[config.mk]
export PLATFORM = sky130hd
export DESIGN_NAME = cascaded_smoothstep_trajectory
export DESIGN_NICKNAME = d
export VERILOG_FILES = /design/src/hw/rtl/cst_pkg.sv /design/src/hw/rtl/cascaded_smoothstep_trajectory.sv
export VERILOG_INCLUDE_DIRS = /design/src /design/src/hw/rtl
export SDC_FILE = /design/constraint.sdc
export NUM_CORES = 2
export LEC_CHECK = 0
export BUFFER_PORTS_ARGS = -buffer_cell sky130_fd_sc_hd__buf_2
export CAP_MARGIN = 20
export CORE_UTILIZATION = 51
export DETAILED_ROUTE_END_ITERATION = 10
export GPL_ROUTABILITY_DRIVEN = 1
export PLACE_DENSITY = 0.67
export SLEW_MARGIN = 15
export SYNTH_ARGS = -nofsm -noshare
export SYNTH_HDL_FRONTEND = slang
export SYNTH_SLANG_ARGS = --single-unit
[constraint.sdc]
create_clock -name clk -period 27.2 [get_ports clk]
set_input_delay 4.08 -clock clk [delete_from_list [all_inputs] [get_ports clk]]
set_output_delay 4.08 -clock clk [all_outputs]
set_load 0.01 [all_outputs]
[src/hw/rtl/assert_macros.svh]
// Assertion helpers shared by the RTL. Every check is clocked on clk and
// is switched off while arst_n is low.
`ifndef ASSERT_MACROS_SVH
`define ASSERT_MACROS_SVH

// A plain property under the block clock and reset.
`define CST_ASSERT(lbl, prop, msg) \
	lbl: assert property (@(posedge clk) disable iff (!arst_n) (prop)) else $error(msg);

// A consequent that must hold in the same cycle as its condition.
`define CST_ASSERT_IMPL(lbl, cond, cons, msg) \
	`CST_ASSERT(lbl, (cond) |-> (cons), msg)

`endif

[src/hw/rtl/cst_pkg.sv]
package cst_pkg;

	// Port and payload widths.
	localparam int MOTOR_W  = 2;
	localparam int TIME_W   = 16;
	localparam int POS_W    = 12;
	localparam int CFG_IDX_W = 3;

	// Internal datapath widths.
	localparam int NUM_W    = 24;  // signed progress numerator in time ticks
	localparam int DIV_W    = 24;  // dividend of the reciprocal division
	localparam int QEST_W   = 16;  // quotient estimate before correction
	localparam int P_FRAC   = 16;  // fraction bits of p and s
	localparam int P_W      = 17;  // p and s, with 1.0 representable
	localparam int PP_W     = 33;  // p squared
	localparam int LIN_W    = 18;  // 3 - 2p in Q.16
	localparam int NSTG     = 6;   // pipeline depth

	localparam logic [MOTOR_W-1:0] MOTOR_LAST = 2'd3;
	localparam logic [P_W-1:0]     Q16_ONE    = 17'h10000;
	localparam logic [LIN_W-1:0]   LIN_BASE   = 18'h30000;

	// Low bit of a register index picks the min or the max table.
	localparam logic CFG_SEL_MIN = 1'b0;
	localparam logic CFG_SEL_MAX = 1'b1;

	// How the progress value of an item is formed.
	typedef enum logic [1:0] {
		PK_ZERO,
		PK_FULL,
		PK_FRAC
	} prog_kind_t;

endpackage

[src/hw/rtl/cascaded_smoothstep_trajectory.sv]
// Channel  Direction  Handshake              Payload
// in       sink       in_valid / in_ready    motor_sel, time_now
// out      source     out_valid / out_ready  position
// cfg      sink       cfg_wr_en              cfg_index, cfg_data
//
// Throughput is one beat per cycle while out_ready holds high; a low out_ready stalls the pipeline.
// The pipeline has six registers: numerator, reciprocal multiply,
// correction, square, cubic multiply and final scaling.
// arst_n clears all stage valid bits and loads min/max positions with 0 and 4095.
// A stage holds its beat while the stage after it is full and stalled; empty stages fill.
`include "assert_macros.svh"

module cascaded_smoothstep_trajectory #(
	parameter int CASCADE_STEP   = 7,
	parameter int RAMP_LENGTH    = 55,
	parameter int MID_PAUSE      = 5,
	parameter int TIME_FRAC_BITS = 4
) (
	input  logic                          clk,
	input  logic                          arst_n,
	input  logic                          in_valid,
	output logic                          in_ready,
	input  logic [cst_pkg::MOTOR_W-1:0]   motor_sel,
	input  logic [cst_pkg::TIME_W-1:0]    time_now,
	output logic                          out_valid,
	input  logic                          out_ready,
	output logic [cst_pkg::POS_W-1:0]     position,
	input  logic                          cfg_wr_en,
	input  logic [cst_pkg::CFG_IDX_W-1:0] cfg_index,
	input  logic [cst_pkg::POS_W-1:0]     cfg_data
);

	localparam int NUM_W    = cst_pkg::NUM_W;
	localparam int DIV_W    = cst_pkg::DIV_W;
	localparam int NSTG     = cst_pkg::NSTG;
	localparam int SCALE    = 1 << TIME_FRAC_BITS;
	localparam int STEP_T   = CASCADE_STEP * SCALE;
	localparam int STEP2_T  = 2 * STEP_T;
	localparam int RAMP_T   = RAMP_LENGTH * SCALE;
	localparam int RAMP2_T  = 2 * RAMP_T;
	localparam int TOTAL_T  = (2 * RAMP_LENGTH + 6 * CASCADE_STEP + MID_PAUSE) * SCALE;
	localparam int SH_OPEN  = cst_pkg::P_FRAC - TIME_FRAC_BITS;
	localparam int SH_CLOSE = SH_OPEN - 1;
	localparam int RECIP    = (1 << DIV_W) / RAMP_LENGTH;
	localparam int RECIP_W  = DIV_W + 1;
	localparam int PROD2_W  = DIV_W + RECIP_W;
	localparam int PROD5_W  = cst_pkg::PP_W + cst_pkg::LIN_W;
	localparam int DIFF_W   = cst_pkg::POS_W + 1;
	localparam int PROD6_W  = DIFF_W + cst_pkg::P_W + 1;

	// Configuration registers.
	logic [cst_pkg::POS_W-1:0] min_pos_q [4];
	logic [cst_pkg::POS_W-1:0] max_pos_q [4];

	always_ff @(posedge clk or negedge arst_n) begin
		if (!arst_n) begin
			for (int k = 0; k < 4; k++) begin
				min_pos_q[k] <= '0;
				max_pos_q[k] <= '1;
			end
		end else if (cfg_wr_en) begin
			unique case (cfg_index[0])
				cst_pkg::CFG_SEL_MIN: min_pos_q[cfg_index[2:1]] <= cfg_data;
				cst_pkg::CFG_SEL_MAX: max_pos_q[cfg_index[2:1]] <= cfg_data;
			endcase
		end
	end

	// Stage handshake: a stage loads when it is empty or its successor loads.
	logic [NSTG:1] vld;
	logic [NSTG:1] rdy;
	logic [NSTG:1] ld;

	always_comb begin
		rdy[NSTG] = !vld[NSTG] || out_ready;
		for (int k = NSTG - 1; k >= 1; k--) begin
			rdy[k] = !vld[k] || rdy[k+1];
		end
		ld[1] = in_valid && rdy[1];
		for (int k = 2; k <= NSTG; k++) begin
			ld[k] = vld[k-1] && rdy[k];
		end
	end

	always_ff @(posedge clk or negedge arst_n) begin
		if (!arst_n) begin
			vld <= '0;
		end else begin
			if (rdy[1]) vld[1] <= in_valid;
			for (int k = 2; k <= NSTG; k++) begin
				if (rdy[k]) vld[k] <= vld[k-1];
			end
		end
	end

	assign in_ready  = rdy[1];
	assign out_valid = vld[NSTG];

	// Stage 1: phase select, progress numerator and clamp classification.
	logic [NUM_W-1:0]           t_ext, t_dbl, dly_open, lim_close;
	logic [NUM_W-1:0]           num_open, num_close, num_sel, den_sel;
	logic                       closing;
	cst_pkg::prog_kind_t        kind_c1;
	logic [DIV_W-1:0]           dvd_c1;

	always_comb begin
		t_ext     = NUM_W'(time_now);
		t_dbl     = t_ext << 1;
		closing   = t_dbl >= NUM_W'(TOTAL_T);
		dly_open  = NUM_W'(STEP_T) * NUM_W'(cst_pkg::MOTOR_LAST - motor_sel);
		lim_close = NUM_W'(TOTAL_T + RAMP2_T) + NUM_W'(STEP2_T) * NUM_W'(motor_sel);
		num_open  = t_ext - dly_open;
		num_close = lim_close - t_dbl;
		num_sel   = closing ? num_close : num_open;
		den_sel   = closing ? NUM_W'(RAMP2_T) : NUM_W'(RAMP_T);
		if (num_sel[NUM_W-1] || num_sel == '0) begin
			kind_c1 = cst_pkg::PK_ZERO;
		end else if (num_sel >= den_sel) begin
			kind_c1 = cst_pkg::PK_FULL;
		end else begin
			kind_c1 = cst_pkg::PK_FRAC;
		end
		// Scale so that a plain divide by the ramp length yields Q0.16.
		dvd_c1 = closing ? DIV_W'(num_sel << SH_CLOSE) : DIV_W'(num_sel << SH_OPEN);
	end

	logic [DIV_W-1:0]             dvd_s1, dvd_s2;
	cst_pkg::prog_kind_t          kind_s1, kind_s2;
	logic [cst_pkg::MOTOR_W-1:0]  motor_s1, motor_s2, motor_s3, motor_s4, motor_s5;

	always_ff @(posedge clk) begin
		if (ld[1]) begin
			dvd_s1   <= dvd_c1;
			kind_s1  <= kind_c1;
			motor_s1 <= motor_sel;
		end
	end

	// Stage 2: quotient estimate by multiplying with the reciprocal of the ramp.
	logic [PROD2_W-1:0]              prod_c2;
	logic [cst_pkg::QEST_W-1:0]      qest_s2;

	assign prod_c2 = PROD2_W'(dvd_s1) * PROD2_W'(RECIP);

	always_ff @(posedge clk) begin
		if (ld[2]) begin
			qest_s2  <= prod_c2[DIV_W +: cst_pkg::QEST_W];
			dvd_s2   <= dvd_s1;
			kind_s2  <= kind_s1;
			motor_s2 <= motor_s1;
		end
	end

	// Stage 3: the estimate is low by at most one; fix it and apply the clamp.
	logic [DIV_W-1:0]       rem_c3;
	logic [cst_pkg::P_W-1:0] pfrac_c3, p_c3, p_s3;

	always_comb begin
		rem_c3   = dvd_s2 - DIV_W'(qest_s2) * DIV_W'(RAMP_LENGTH);
		pfrac_c3 = cst_pkg::P_W'(qest_s2) + cst_pkg::P_W'(rem_c3 >= DIV_W'(RAMP_LENGTH));
		case (kind_s2)
			cst_pkg::PK_ZERO: p_c3 = '0;
			cst_pkg::PK_FULL: p_c3 = cst_pkg::Q16_ONE;
			cst_pkg::PK_FRAC: p_c3 = pfrac_c3;
			default:          p_c3 = '0;
		endcase
	end

	always_ff @(posedge clk) begin
		if (ld[3]) begin
			p_s3     <= p_c3;
			motor_s3 <= motor_s2;
		end
	end

	// Stage 4: p squared and the linear term 3 - 2p.
	logic [cst_pkg::PP_W-1:0]  pp_s4;
	logic [cst_pkg::LIN_W-1:0] lin_s4;

	always_ff @(posedge clk) begin
		if (ld[4]) begin
			pp_s4    <= cst_pkg::PP_W'(p_s3) * cst_pkg::PP_W'(p_s3);
			lin_s4   <= cst_pkg::LIN_BASE - {p_s3, 1'b0};
			motor_s4 <= motor_s3;
		end
	end

	// Stage 5: smoothstep value, truncated back to Q0.16.
	logic [PROD5_W-1:0]      prod_c5;
	logic [cst_pkg::P_W-1:0] s_s5;

	assign prod_c5 = PROD5_W'(pp_s4) * PROD5_W'(lin_s4);

	always_ff @(posedge clk) begin
		if (ld[5]) begin
			s_s5     <= prod_c5[2*cst_pkg::P_FRAC +: cst_pkg::P_W];
			motor_s5 <= motor_s4;
		end
	end

	// Stage 6: scale the signed span by s with a floor shift, offset from max.
	logic signed [DIFF_W-1:0]  diff_c6;
	logic signed [PROD6_W-1:0] prod_c6, shr_c6;
	logic [cst_pkg::POS_W-1:0] pos_c6, position_s6;

	always_comb begin
		diff_c6 = $signed({1'b0, max_pos_q[motor_s5]}) - $signed({1'b0, min_pos_q[motor_s5]});
		prod_c6 = PROD6_W'(diff_c6) * $signed({1'b0, s_s5});
		shr_c6  = prod_c6 >>> cst_pkg::P_FRAC;
		pos_c6  = max_pos_q[motor_s5] - shr_c6[cst_pkg::POS_W-1:0];
	end

	always_ff @(posedge clk) begin
		if (ld[6]) begin
			position_s6 <= pos_c6;
		end
	end

	assign position = position_s6;

	// Checks on the datapath and the stall network.
	`CST_ASSERT_IMPL(a_rem_below_two_ramps, vld[2] && kind_s2 == cst_pkg::PK_FRAC,
		rem_c3 < DIV_W'(2 * RAMP_LENGTH), "reciprocal estimate off by more than one")
	`CST_ASSERT_IMPL(a_progress_range, vld[3], p_s3 <= cst_pkg::Q16_ONE,
		"progress above one")
	`CST_ASSERT_IMPL(a_smooth_range, vld[5], s_s5 <= cst_pkg::Q16_ONE,
		"smoothstep above one")
	`CST_ASSERT_IMPL(a_ready_when_drained, !vld[NSTG] && !vld[1], in_ready,
		"input blocked with room in the pipeline")

endmodule
==> metrics.md <==
| Metric | Value |
|---|---|
| Hold path endpoint | motor_s3[0] |
| First-pass GRT wire length | 179000 um |
| CTS root buf | clkbuf_16 |
| Yosys reg bits | 252 |
| Cts bufs inserted | 30 |
| Worst path required time | 27.57 ns |
| Critical Path Slowest Stage Cell | mux4_2 |
| Worst hold start | motor_s2[0] |
| Starting density of the core | 0.517 |
| CTS H-Tree Depth | 1 |
| Share of the synthesized area in the top cell type | 0.375 |
| Synth Flop Type | edfxtp_1 |
| Sequential element share of the synthesized area | 0.147 |
| Most frequent cells in the layout | 1087 x inv_1, 909 x fa_1, 608 x nand2_1 |
| Hold WS | 0.413 ns |
| Layout Utilization | 0.547 |
| Worst setup SP type | flop |
| Total track usage | 0.233 |
| Unique masters post-synth | 92 |
| Die Y | 310 um |
| Synth Instances | 4841 |
| DR vias | 32421 |
| R2R Path End | position[11] |
| GPL Wtd Cong | 0.876 |
| Worst-Margin Slew | 1.03 ns |
| Final Max Tran Viols | 0 |
| Core area | 0.0937 sq mm |
| Syn_area_per_cell | 10.0 sq um |
| RSZ-0062 raised after global routing | false |
| Starting DRT DRC Count | 1785 |
| Tmin final | 11.23 ns |
| Placed Cells | 6038 |
| Post-route ant nets | 0 |
| Syn nets | 6355 |
| CP peak stage delay | 0.65 ns |
| EDFF count, synth | 150 |
| Final WL | 106000 um |
| Synth top area cells | fa_1 38%, ha_1 15%, edfxtp_1 9.3% |
| Most used cell, CP | fa_1 |
| Max_slew headroom | 0.315 |
| DIE WIDTH | 310 um |
| Initial antenna violation count | 0 |
| Antenna Cells | 0 |
| Fmax | 89.0 MHz |
| Rows | 112 |
| DRC | 0 |
| CTS tree | done |
| Final Cycle Share | 0.413 |
| Crit-path max FO | 24 |
| Post-CTS Repair Setup Buffers | 0 |
| Fin nets | 6333 |
| Worst-path clk slew | 0.07 ns |
| Cell Count, Final, Fillers Out | 6097 |
| Hold buffer count at cts | 0 |
| R2R Setup Slk | 15.97 ns |
| Drt first pass iters | 6 |
| Port buffer count | 51 |
| Syn Std Cell Area | 0.0485 sq mm |
| Post-DP HPWL | 81600 um |
| Final setup viols | 0 |
| Class of the worst hold path | reg -> reg |
| CP endpoint kind | flop |
| Clock Path Buffers | 3 |
| I/O Pins | 52 |
| Synth area leader | fa_1 |
| Area growth from synthesis to final layout | 5.62% |
| WS Path Type | reg -> reg |
| Post-route setup TNS | 0 ns |
| Reg2reg path depth | 38 |
| Final Skew | 0.0527 ns |
| Ys Warns | 0 |
| Grt total ovfl | 0 |
| Post-CTS resize count | 0 |
| Fraction of layout cells with a size suffix above 1 | 0.0781 |
| WL per Instance | 17.4 um |
| Worst Hold Path Cells | 0 |
| Crit path DAT | 11.60 ns |
| Clk sinks | 252 |
| Clock Latency Late Sink | 0.62 ns |
| Drt via density | 5.32 |
| Fillers | 8218 |
| Final hold vios | 0 |
| DIE AREA | 0.0964 sq mm |
| Largest net degree at the start of global routing | 59 |
| R2R Path Start | motor_s5[0] |
| Commonest non-fill, non-tap cell in the layout | inv_1 |
| Vias in the first global route | 34720 |
| Max cap viols | 0 |
| Post-synthesis async set-or-reset flop share | 0.405 |
| Outcome | finished, final reports clean |
-- flip-flops by register name, indices dropped and copies added, names as in the netlist, 6 cells and up --
name       flops
dvd_s1        13
dvd_s2        13
lin_s4        16
max_pos_q     48
min_pos_q     48
p_s3          17
position      12
pp_s4         32
qest_s2       16
s_s5          17
vld            6
-- layout make-up --
class | count | area [sq um] | share of cell area
Multi-Input combinational cell | 3343 | 36800 | 0.717
Sequential cell | 252 | 7120 | 0.139
Inverter | 1087 | 4080 | 0.0796
Tap cell | 1254 | 1570 | 0.0306
Clock buffer | 42 | 868 | 0.0169
Timing Repair Buffer | 105 | 674 | 0.0132
Clock inverter | 14 | 168 | 0.00327
-- worst max-delay path: cells and delay by family (launching register included) --
family | cells | cell delay (ns)
simple gates | 6 | 1.14
mux | 1 | 0.65
fa+ha+maj | 9 | 4.00
buf+inv | 5 | 0.80
flops | 1 | 0.33
compound gates | 12 | 2.82
xor+xnor | 5 | 1.20
-- how the worst max path moves through the flow --
stage | from | to | slack, ns | cells past startpoint
6_report | motor_s5[0] | position[11] | 15.97 | 38
3_5_place_dp | motor_s5[0] | position[11] | 16.09 | 38
5_1_grt | motor_s5[0] | position[11] | 15.33 | 38
4_1_cts | motor_s5[0] | position[11] | 16.07 | 38
3_3_place_gp | motor_s5[0] | position[11] | 16.43 | 38
2_1_floorplan | motor_s5[0] | position[11] | 16.74 | 40
-- cell families after synthesis --
logic type | share of synthesized area
fa+ha+maj | 0.521
buf+inv | 0.0964
other cells | 0.0000773
flops | 0.147
compound gates | 0.0461
mux | 0.0347
simple gates | 0.127
xor+xnor | 0.0277
-- per-layer routing --
layer / routed length (um) / global-route usage
met1: 46200 / 0.316
met5: 0 / 0
met4: 1830 / 0.0443
met2: 53200 / 0.409
met3: 4780 / 0.0202
-- metrics by stage --
stage               worst slack (ns)  cell area, sq um
finish                         15.97             51200
global route                   15.33             51200
CTS                            16.07             51200
detailed placement             16.09             50200
global placement               16.43             50200
floorplan                      16.74             48500
-- synthesized netlist by cell type (6+ instances only) --
library cell and n:
a21o_1 36, nor3_1 34, nor2b_1 36, edfxtp_1 150, o21ai_1 8, o21a_1 18, xor2_1 38, a211oi_1 9
and3_1 13, o21bai_1 7, nand2_1 608, nand2b_1 37, or3_1 14, nor3b_1 6, a21boi_0 11, xnor2_1 113
clkbuf_1 151, ha_1 567, o21ai_0 41, buf_1 8, or2_2 16, mux4_2 24, mux2_2 98, inv_1 1087
o22ai_1 7, nor2_1 126, a31oi_1 15, and2_1 305, dfstp_2 48, fa_1 909, nand4_1 14, and4_1 6
or4_1 8, dfrtp_1 54, nand3_1 23, o31ai_1 10, a21oi_1 72
Power is not shown: default switching activity piles up to over one toggle a cycle in this logic, so the estimate is an artifact.
